[config.mk]
export PLATFORM = sky130hd
export DESIGN_NAME = sorted_event_priority_queue_unit
export DESIGN_NICKNAME = d
export VERILOG_FILES = /design/src/sepq_pkg.sv /design/src/sorted_event_priority_queue_unit.sv /design/src/sepq_ram.sv /design/src/sepq_datapath.sv /design/src/sepq_ctrl.sv
export SDC_FILE = /design/constraint.sdc
export NUM_CORES = 2
export LEC_CHECK = 0
export BUFFER_PORTS_ARGS = -buffer_cell sky130_fd_sc_hd__buf_2
export CAP_MARGIN = 20
export CORE_MARGIN = 2
export CORE_UTILIZATION = 50
export CTS_BUF_LIST = sky130_fd_sc_hd__clkbuf_2
export CTS_CLUSTER_SIZE = 28
export DETAILED_ROUTE_END_ITERATION = 6
export HOLD_SLACK_MARGIN = 0.1
export PLACE_DENSITY = 0.74
export SLEW_MARGIN = 20
export SYNTH_ARGS = -nofsm -noshare
export SYNTH_HDL_FRONTEND = slang
export SYNTH_SLANG_ARGS = --single-unit
[constraint.sdc]
create_clock -name clk -period 7.3 [get_ports clk]
set_clock_uncertainty 0.15 [all_clocks]
set_input_delay 1.095 -clock clk [delete_from_list [all_inputs] [get_ports clk]]
set_output_delay 1.095 -clock clk [all_outputs]
set_load 0.005 [all_outputs]
[src/sepq_pkg.sv]
`timescale 1ns / 1ps
// ----------------------------------------------------------------------------
// Sorted event priority queue package
// Field widths, request and status codes, and the controller interface types.
// ----------------------------------------------------------------------------
package sepq_pkg;

  localparam int QUEUE_DEPTH_DEF = 16;

  localparam int REQ_W      = 2;
  localparam int TIME_W     = 32;
  localparam int KIND_W     = 3;
  localparam int TASK_NUM_W = 16;
  localparam int ARRIVAL_W  = 32;
  localparam int BURST_W    = 32;
  localparam int PRIO_W     = 8;
  localparam int STATUS_W   = 2;
  localparam int ENTRY_W    = 5;

  typedef enum logic [REQ_W-1:0] {
    REQ_INSERT = 2'd0,
    REQ_REMOVE = 2'd1,
    REQ_QUERY  = 2'd2
  } req_t;

  typedef enum logic [STATUS_W-1:0] {
    ST_OK    = 2'd0,
    ST_FULL  = 2'd1,
    ST_EMPTY = 2'd2
  } status_t;

  typedef struct packed {
    logic [TIME_W-1:0]     event_time;
    logic [KIND_W-1:0]     event_kind;
    logic [TASK_NUM_W-1:0] task_number;
    logic [ARRIVAL_W-1:0]  task_arrival;
    logic [BURST_W-1:0]    task_burst;
    logic [PRIO_W-1:0]     task_priority;
  } slot_t;

  typedef enum logic [2:0] {
    IDX_HOLD,
    IDX_ZERO,
    IDX_LAST,
    IDX_INC,
    IDX_DEC
  } idx_op_t;

  typedef enum logic [2:0] {
    WR_NONE,
    WR_SHIFT_DOWN,
    WR_NEW_NEXT,
    WR_NEW_ZERO,
    WR_SHIFT_UP
  } wr_op_t;

  typedef enum logic [1:0] {
    CNT_HOLD,
    CNT_INC,
    CNT_DEC
  } cnt_op_t;

  typedef struct packed {
    logic    load_item;
    logic    clr_head;
    logic    cap_head;
    logic    set_status;
    status_t status_code;
    idx_op_t idx_op;
    wr_op_t  wr_op;
    cnt_op_t cnt_op;
    logic    load_out;
  } ctrl_cmd_t;

  typedef struct packed {
    req_t req;
    logic full;
    logic empty;
    logic idx_zero;
    logic idx_at_last;
    logic goes_after;
    logic out_busy;
  } ctrl_sts_t;

endpackage

[src/sorted_event_priority_queue_unit.sv]
`timescale 1ns / 1ps
// A query, a dropped insert, a failed remove or an insert into an empty queue goes from
// decode straight to the result. An insert into a nonempty queue scans from the tail and
// moves each later slot down one place; a remove captures the head and moves every later
// slot up one place. Requests are taken one at a time: a new request is accepted only when
// the controller is idle. A finished result may wait while the next request is accepted.
// Reset clears the occupancy count and the handshake state; slot contents are not cleared.
// ----------------------------------------------------------------------------
// Sorted event priority queue unit
// Bounded event queue ordered by time, then kind, then newest insert first.
// ----------------------------------------------------------------------------
module sorted_event_priority_queue_unit #(
  parameter int QUEUE_DEPTH = sepq_pkg::QUEUE_DEPTH_DEF
) (
  input  logic                              clk,
  input  logic                              rst,
  input  logic                              in_valid,
  output logic                              in_ready,
  input  logic [sepq_pkg::REQ_W-1:0]        req_type,
  input  logic [sepq_pkg::TIME_W-1:0]       event_time,
  input  logic [sepq_pkg::KIND_W-1:0]       event_kind,
  input  logic [sepq_pkg::TASK_NUM_W-1:0]   task_number,
  input  logic [sepq_pkg::ARRIVAL_W-1:0]    task_arrival,
  input  logic [sepq_pkg::BURST_W-1:0]      task_burst,
  input  logic [sepq_pkg::PRIO_W-1:0]       task_priority,
  output logic                              out_valid,
  input  logic                              out_ready,
  output logic [sepq_pkg::STATUS_W-1:0]     status,
  output logic [sepq_pkg::TIME_W-1:0]       head_time,
  output logic [sepq_pkg::KIND_W-1:0]       head_kind,
  output logic [sepq_pkg::TASK_NUM_W-1:0]   head_task_number,
  output logic [sepq_pkg::ARRIVAL_W-1:0]    head_task_arrival,
  output logic [sepq_pkg::BURST_W-1:0]      head_task_burst,
  output logic [sepq_pkg::PRIO_W-1:0]       head_task_priority,
  output logic                              queue_empty,
  output logic [sepq_pkg::ENTRY_W-1:0]      entry_count
);

  import sepq_pkg::*;

  ctrl_cmd_t cmd;
  ctrl_sts_t sts;
  slot_t     in_slot;
  slot_t     out_slot;
  status_t   out_status;

  assign in_slot.event_time    = event_time;
  assign in_slot.event_kind    = event_kind;
  assign in_slot.task_number   = task_number;
  assign in_slot.task_arrival  = task_arrival;
  assign in_slot.task_burst    = task_burst;
  assign in_slot.task_priority = task_priority;

  sepq_ctrl u_ctrl (
    .clk     (clk),
    .rst     (rst),
    .in_valid(in_valid),
    .in_ready(in_ready),
    .sts     (sts),
    .cmd     (cmd)
  );

  sepq_datapath #(
    .QUEUE_DEPTH(QUEUE_DEPTH)
  ) u_datapath (
    .clk       (clk),
    .rst       (rst),
    .cmd       (cmd),
    .sts       (sts),
    .in_req    (req_t'(req_type)),
    .in_slot   (in_slot),
    .out_valid (out_valid),
    .out_ready (out_ready),
    .out_status(out_status),
    .out_slot  (out_slot),
    .out_empty (queue_empty),
    .out_count (entry_count)
  );

  assign status             = out_status;
  assign head_time          = out_slot.event_time;
  assign head_kind          = out_slot.event_kind;
  assign head_task_number   = out_slot.task_number;
  assign head_task_arrival  = out_slot.task_arrival;
  assign head_task_burst    = out_slot.task_burst;
  assign head_task_priority = out_slot.task_priority;

endmodule

[src/sepq_ram.sv]
`timescale 1ns / 1ps
// ----------------------------------------------------------------------------
// Generic simple dual-port RAM
// One write port and one read port with registered read data.
// ----------------------------------------------------------------------------
module sepq_ram #(
  parameter int WIDTH = 8,
  parameter int DEPTH = 16,
  localparam int ADDR_W = $clog2(DEPTH)
) (
  input  logic              clk,
  input  logic              we,
  input  logic [ADDR_W-1:0] waddr,
  input  logic [WIDTH-1:0]  wdata,
  input  logic [ADDR_W-1:0] raddr,
  output logic [WIDTH-1:0]  rdata
);

  logic [WIDTH-1:0] mem [DEPTH];

  always_ff @(posedge clk) begin
    if (we) begin
      mem[waddr] <= wdata;
    end
    rdata <= mem[raddr];
  end

endmodule

[src/sepq_datapath.sv]
`timescale 1ns / 1ps
// ----------------------------------------------------------------------------
// Sorted event priority queue datapath
// Slot memory, occupancy count, scan index, captured request and result
// register.
// ----------------------------------------------------------------------------
module sepq_datapath #(
  parameter int QUEUE_DEPTH = sepq_pkg::QUEUE_DEPTH_DEF
) (
  input  logic                        clk,
  input  logic                        rst,
  input  sepq_pkg::ctrl_cmd_t         cmd,
  output sepq_pkg::ctrl_sts_t         sts,
  input  sepq_pkg::req_t              in_req,
  input  sepq_pkg::slot_t             in_slot,
  output logic                        out_valid,
  input  logic                        out_ready,
  output sepq_pkg::status_t           out_status,
  output sepq_pkg::slot_t             out_slot,
  output logic                        out_empty,
  output logic [sepq_pkg::ENTRY_W-1:0] out_count
);

  import sepq_pkg::*;

  localparam int IDX_W  = $clog2(QUEUE_DEPTH);
  localparam int CNT_W  = $clog2(QUEUE_DEPTH + 1);
  localparam int SLOT_W = $bits(slot_t);

  req_t              req;
  slot_t             item;
  slot_t             head;
  status_t           res_status;
  logic [IDX_W-1:0]  idx;
  logic [IDX_W-1:0]  idx_next;
  logic [CNT_W-1:0]  count;
  logic [CNT_W-1:0]  count_next;
  logic [CNT_W-1:0]  count_m1;

  logic              ram_we;
  logic [IDX_W-1:0]  ram_waddr;
  slot_t             ram_wdata;
  slot_t             ram_rdata;
  logic [SLOT_W-1:0] ram_rdata_raw;

  sepq_ram #(
    .WIDTH(SLOT_W),
    .DEPTH(QUEUE_DEPTH)
  ) u_slot_ram (
    .clk  (clk),
    .we   (ram_we),
    .waddr(ram_waddr),
    .wdata(ram_wdata),
    .raddr(idx),
    .rdata(ram_rdata_raw)
  );

  assign ram_rdata = slot_t'(ram_rdata_raw);
  assign count_m1  = count - 1'b1;

  always_comb begin
    ram_we    = 1'b1;
    ram_waddr = idx;
    ram_wdata = item;
    case (cmd.wr_op)
      WR_SHIFT_DOWN: begin
        ram_waddr = IDX_W'(idx + 1'b1);
        ram_wdata = ram_rdata;
      end
      WR_NEW_NEXT: begin
        ram_waddr = IDX_W'(idx + 1'b1);
      end
      WR_NEW_ZERO: begin
        ram_waddr = '0;
      end
      WR_SHIFT_UP: begin
        ram_waddr = IDX_W'(idx - 1'b1);
        ram_wdata = ram_rdata;
      end
      default: begin
        ram_we = 1'b0;
      end
    endcase
  end

  always_comb begin
    case (cmd.idx_op)
      IDX_ZERO: idx_next = '0;
      IDX_LAST: idx_next = IDX_W'(count_m1);
      IDX_INC:  idx_next = IDX_W'(idx + 1'b1);
      IDX_DEC:  idx_next = IDX_W'(idx - 1'b1);
      default:  idx_next = idx;
    endcase
  end

  always_comb begin
    case (cmd.cnt_op)
      CNT_INC: count_next = CNT_W'(count + 1'b1);
      CNT_DEC: count_next = count_m1;
      default: count_next = count;
    endcase
  end

  always_ff @(posedge clk) begin
    if (rst) begin
      count     <= '0;
      out_valid <= 1'b0;
    end else begin
      count <= count_next;
      if (cmd.load_out) begin
        out_valid <= 1'b1;
      end else if (out_ready) begin
        out_valid <= 1'b0;
      end
    end
  end

  always_ff @(posedge clk) begin
    idx <= idx_next;
    if (cmd.load_item) begin
      req  <= in_req;
      item <= in_slot;
    end
    if (cmd.clr_head) begin
      head <= '0;
    end else if (cmd.cap_head) begin
      head <= ram_rdata;
    end
    if (cmd.set_status) begin
      res_status <= cmd.status_code;
    end
    if (cmd.load_out) begin
      out_status <= res_status;
      out_slot   <= head;
      out_empty  <= (count == '0);
      out_count  <= ENTRY_W'(count);
    end
  end

  always_comb begin
    sts.req         = req;
    sts.full        = (count >= CNT_W'(QUEUE_DEPTH));
    sts.empty       = (count == '0);
    sts.idx_zero    = (idx == '0);
    sts.idx_at_last = (CNT_W'(idx) == count_m1);
    sts.goes_after  = (ram_rdata.event_time > item.event_time) ||
                      ((ram_rdata.event_time == item.event_time) &&
                       (ram_rdata.event_kind <= item.event_kind));
    sts.out_busy    = out_valid && !out_ready;
  end

  a_count_bound: assert property (@(posedge clk) disable iff (rst)
    count <= CNT_W'(QUEUE_DEPTH))
    else $error("Occupancy count exceeds the queue depth.");

  a_inc_not_full: assert property (@(posedge clk) disable iff (rst)
    (cmd.cnt_op == CNT_INC) |-> (count < CNT_W'(QUEUE_DEPTH)))
    else $error("Insert committed into a full queue.");

  a_dec_not_empty: assert property (@(posedge clk) disable iff (rst)
    (cmd.cnt_op == CNT_DEC) |-> (count != '0))
    else $error("Remove committed on an empty queue.");

  a_no_overwrite: assert property (@(posedge clk) disable iff (rst)
    cmd.load_out |-> !(out_valid && !out_ready))
    else $error("Result register loaded while a result is still pending.");

  a_shift_in_range: assert property (@(posedge clk) disable iff (rst)
    (cmd.wr_op == WR_SHIFT_DOWN) |-> (CNT_W'(idx) < count))
    else $error("Slot moved from outside the occupied range.");

endmodule

[src/sepq_ctrl.sv]
`timescale 1ns / 1ps
// ----------------------------------------------------------------------------
// Sorted event priority queue controller
// Sequences the insertion scan, the head removal shift and the result
// transfer.
// ----------------------------------------------------------------------------
module sepq_ctrl (
  input  logic                clk,
  input  logic                rst,
  input  logic                in_valid,
  output logic                in_ready,
  input  sepq_pkg::ctrl_sts_t sts,
  output sepq_pkg::ctrl_cmd_t cmd
);

  import sepq_pkg::*;

  typedef enum logic [3:0] {
    S_IDLE,
    S_DECODE,
    S_INS_RD,
    S_INS_CMP,
    S_INS_LAST,
    S_REM_RD,
    S_REM_HEAD,
    S_SHF_RD,
    S_SHF_WR,
    S_FINISH
  } state_t;

  state_t state;
  state_t state_next;

  always_ff @(posedge clk) begin
    if (rst) begin
      state <= S_IDLE;
    end else begin
      state <= state_next;
    end
  end

  always_comb begin
    state_next = state;
    cmd        = '0;
    in_ready   = (state == S_IDLE) && !rst;
    case (state)
      S_IDLE: begin
        if (in_valid) begin
          cmd.load_item = 1'b1;
          state_next    = S_DECODE;
        end
      end
      S_DECODE: begin
        cmd.clr_head   = 1'b1;
        cmd.set_status = 1'b1;
        cmd.status_code = ST_OK;
        case (sts.req)
          REQ_INSERT: begin
            if (sts.full) begin
              cmd.status_code = ST_FULL;
              state_next      = S_FINISH;
            end else if (sts.empty) begin
              cmd.wr_op  = WR_NEW_ZERO;
              cmd.cnt_op = CNT_INC;
              state_next = S_FINISH;
            end else begin
              cmd.idx_op = IDX_LAST;
              state_next = S_INS_RD;
            end
          end
          REQ_REMOVE: begin
            if (sts.empty) begin
              cmd.status_code = ST_EMPTY;
              state_next      = S_FINISH;
            end else begin
              cmd.idx_op = IDX_ZERO;
              state_next = S_REM_RD;
            end
          end
          default: begin
            state_next = S_FINISH;
          end
        endcase
      end
      S_INS_RD: begin
        state_next = S_INS_CMP;
      end
      S_INS_CMP: begin
        if (sts.goes_after) begin
          cmd.wr_op = WR_SHIFT_DOWN;
          if (sts.idx_zero) begin
            state_next = S_INS_LAST;
          end else begin
            cmd.idx_op = IDX_DEC;
            state_next = S_INS_RD;
          end
        end else begin
          cmd.wr_op  = WR_NEW_NEXT;
          cmd.cnt_op = CNT_INC;
          state_next = S_FINISH;
        end
      end
      S_INS_LAST: begin
        cmd.wr_op  = WR_NEW_ZERO;
        cmd.cnt_op = CNT_INC;
        state_next = S_FINISH;
      end
      S_REM_RD: begin
        state_next = S_REM_HEAD;
      end
      S_REM_HEAD: begin
        cmd.cap_head = 1'b1;
        if (sts.idx_at_last) begin
          cmd.cnt_op = CNT_DEC;
          state_next = S_FINISH;
        end else begin
          cmd.idx_op = IDX_INC;
          state_next = S_SHF_RD;
        end
      end
      S_SHF_RD: begin
        state_next = S_SHF_WR;
      end
      S_SHF_WR: begin
        cmd.wr_op = WR_SHIFT_UP;
        if (sts.idx_at_last) begin
          cmd.cnt_op = CNT_DEC;
          state_next = S_FINISH;
        end else begin
          cmd.idx_op = IDX_INC;
          state_next = S_SHF_RD;
        end
      end
      S_FINISH: begin
        if (!sts.out_busy) begin
          cmd.load_out = 1'b1;
          state_next   = S_IDLE;
        end
      end
      default: begin
        state_next = S_IDLE;
      end
    endcase
  end

  a_accept_decodes: assert property (@(posedge clk) disable iff (rst)
    (in_valid && in_ready) |=> (state == S_DECODE))
    else $error("Accepted request was not decoded.");

  a_single_item: assert property (@(posedge clk) disable iff (rst)
    (state != S_IDLE) |-> !in_ready)
    else $error("Request accepted while another is in progress.");

  a_finish_loads: assert property (@(posedge clk) disable iff (rst)
    ((state == S_FINISH) && !sts.out_busy) |-> cmd.load_out)
    else $error("Finished request did not load its result.");

endmodule

==> run summary <==
Req. time, crit path = 8.57 ns
Final Util = 56.9%
GRT overflow = 0
Final Hold Viols = 0
Post-synthesis mux area share = 16.6%
Leading cell type in the layout, fill and taps excluded = edfxtp_1
H-tree depth = 6
Pin count of the biggest net entering global routing = 159
Drt total wl = 214 mm
Async S/R FF share, synth = 0%
DRT Pass-1 Iters = 5
CTS tree = built
Clk_lat worst skew = 1.84 ns
Yosys warning count = 0
Largest family of logic cells by synthesized area = multiplexers
Reg2reg end = u_datapath.u_slot_ram.mem[0][57]$_DFFE_PP_
Critical path capture point type = flop
Layout Nets = 5,242
Max Fclk = 0.200 GHz
First-pass GRT wire length = 311 mm
Area share of the largest cell type after synthesis = 73.1%
Seq/Total Area, Yosys = 78.7%
Placement Rows = 157
PD cells = 356 nW/um^2
Relative slew margins = 13.1%
Total track usage = 22.9%
Synth Instances = 4,081
# clock sinks = 2,486
Vias in the first global route = 48.1k
Mapped Avg Cell Area = 22.4 sq um
CTS Buf Count = 588
Core Area = 182,000 sq um
Port Buffers = 261
Number of flops mapped to enable cells by yosys = 2,230
HP Start = u_datapath.head[48]$_SDFFE_PP0P_
Leak pwr = 34.5 nW
Fin. max-slew vios = 0
Synth top area cells = edfxtp_1 (73%), mux4_2 (15%), dfxtp_1 (5.6%)
Yosys cell types = 60
CTS Buffer Depth = 4
Most frequent cells in the layout = edfxtp_1 (2,230), clkbuf_2 (910), mux4_2 (615), nand2_1 (267), buf_2 (261)
Pre-CTS WS = 2.33 ns
Worst-Margin Slew = 1.30 ns
RSZ-0062 raised after global routing = false
Boundary Pins = 262
Clock period minus worst slack = 4.99 ns
Clock-pin slew on the worst setup and hold paths = 0.12 ns
Drt via density = 5.84
Compound-cell area share of the yosys netlist = 1.28%
Synth Net Count = 4,250
Die area = 187,000 sq um
Chip height = 432 microns
Yosys top cell by area = edfxtp_1
Tcrit/Tclk final = 68.3%
Synth Area in XOR/XNOR = 0.111%
VDD IR max = 0.263 mV
Wire per inst = 27.1 microns
Clock root cell = clkbuf_2
Flop-to-flop setup slack = 2.31 ns
Vias = 46.2k
Share of cells above drive strength 1 = 36.1%
Worst reg-to-reg path cell count = 10
Postcts setup bufs = 0
Initial Util = 50.2%
Post-detail-place hpwl = 106 mm
Hold WC Path Type = flop to flop
Post_cts resized = 0
CTS Hold Buffers Added = 257
Initial antenna violation count = 6
Hold path cells = 0
Final setup fails = 0
Ys flop type = edfxtp_1
Status = complete, no violations
Fin worst setup slack = 2.31 ns
Crit path max fanout = 52
Starting DRC count in detailed routing = 5,215
FF-to-FF Start = u_datapath.item[113]$_DFFE_PP_
Seq cells post-synth = 2,486
Critical path class = flop to flop
Die X-Extent = 432 microns
ANT nets after route = 0
Layout fillers = 13.3k
Adder-Cell Fraction of Synth Area = 0.546%
GP Congestion = 0.773
Critical path data arrival time = 6.25 ns
Simple-gate share of the synthesized area = 1.61%
Startpoint types = flop
MaxCap Viol Count = 0
P&R area growth vs syn = 13.4%
DRC viols = 0
Hold path endpoint = u_datapath.out_slot[48]$_DFFE_PP_
Post-Synthesis Cell Area = 91,600 sq um
==> metal layers <==
metal | share of wire (%) | vias up | track usage, %
li1 | - | 19229 | -
met1 | 38 | 24117 | 30.4
met2 | 50 | 2399 | 37.6
met3 | 8.0 | 417 | 4.71
met4 | 3.2 | 0 | 8.93
met5 | 0 | - | 0
==> kinds of logic (layout without fill, tap and decap cells) <==
logic type	count (synthesis)	after routing
adders and majority gates	40	40
AOI/OAI and AO/OA	204	204
muxes	739	739
and+or+nand+nor	354	354
DFF	2486	2486
other	0	9
buffers and inverters	248	1684
xor gates and xnor gates	10	10
==> synthesized netlist by cell type (all sizes together) (4+ instances only) <==
master and count:
a211oi 4, a21o 8, a21oi 148, buf 90, clkbuf 113, dfxtp 256, edfxtp 2230, ha 40
inv 45, mux2 123, mux4 615, nand2 267, nand3 11, nand4 9, nor2 27, nor2b 7
nor3 8, o211ai 4, o21ai 14, o22ai 4, or3 4, xnor2 4, xor2 5
==> final cells by class <==
cell class | instances | area, sq um | share of cell area [%]
Clock buffer | 910 | 4550 | 4.38
Multi-Input combinational cell | 1347 | 18700 | 18.0
Antenna cell | 9 | 22.5 | 0.0217
Tap cell | 2385 | 2980 | 2.87
Timing Repair Buffer | 605 | 4780 | 4.60
Clock inverter | 124 | 638 | 0.614
Inverter | 45 | 169 | 0.163
Sequential cell | 2486 | 72100 | 69.4
==> power by group <==
group / internal [mW] / total (mW) / switching, mW / leakage, nW
clock network: 3.48 / 8.72 / 5.24 / 4.11
logic: 3.56 / 8.76 / 5.20 / 8.17
registers: 18.8 / 19.5 / 0.690 / 22.2
total: 25.9 / 37.0 / 11.1 / 34.5
==> metrics by stage <==
step | total power [mW] | std cells | setup TNS [ns] | cell area [sq um] | hold slack [ns]
detailed placement | 28.5 | 6610 | 0 | 96100 | 0.263
floorplan | 25.7 | 4081 | -993.64 | 91600 | 0.250
CTS | 37.2 | 7901 | 0 | 104000 | 0.140
global placement | 28.2 | 6610 | 0 | 96100 | 0.262
finish | 37.0 | 7911 | 0 | 104000 | 0.242
global route | 38.6 | 7910 | 0 | 104000 | 0.195
==> registers in the layout, summed over array words and instances (netlist names) <==
signal,flops
u_ctrl.state,4
u_datapath.count,5
u_datapath.head,123
u_datapath.idx,4
u_datapath.item,123
u_datapath.out_count,5
u_datapath.out_empty,1
u_datapath.out_slot,123
u_datapath.out_status,2
u_datapath.out_valid,1
u_datapath.req,2
u_datapath.res_status,2
u_datapath.u_slot_ram.mem,1968
u_datapath.u_slot_ram.rdata,123
==> worst max-delay path: stages, from the launching register on <==
cell,delay (ns)
edfxtp_1,0.42
inv_1,0.06
ha_1,0.31
nand4_1,0.18
nor4_2,0.55
nand3_1,0.42
o2111a_1,0.29
a21o_2,0.29
o21ai_4,0.71
buf_12,0.46
mux2_1,0.59
==> worst max-delay path by stage <==
stage / startpoint / end / depth (start not counted)
3_3_place_gp: u_datapath.item[113]$_DFFE_PP_ / u_datapath.u_slot_ram.mem[0][57]$_DFFE_PP_ / 10
6_report: u_datapath.item[113]$_DFFE_PP_ / u_datapath.u_slot_ram.mem[0][57]$_DFFE_PP_ / 10
2_1_floorplan: u_datapath.count[0]$_SDFFE_PP0P_ / u_datapath.u_slot_ram.mem[12][0]$_DFFE_PP_ / 9
5_1_grt: u_datapath.item[113]$_DFFE_PP_ / u_datapath.u_slot_ram.mem[9][57]$_DFFE_PP_ / 10
4_1_cts: u_datapath.item[113]$_DFFE_PP_ / u_datapath.u_slot_ram.mem[7][104]$_DFFE_PP_ / 10
3_5_place_dp: u_datapath.u_slot_ram.rdata[118]$_DFF_P_ / u_datapath.u_slot_ram.mem[13][83]$_DFFE_PP_ / 9
Power figures use the tool's default switching activity.
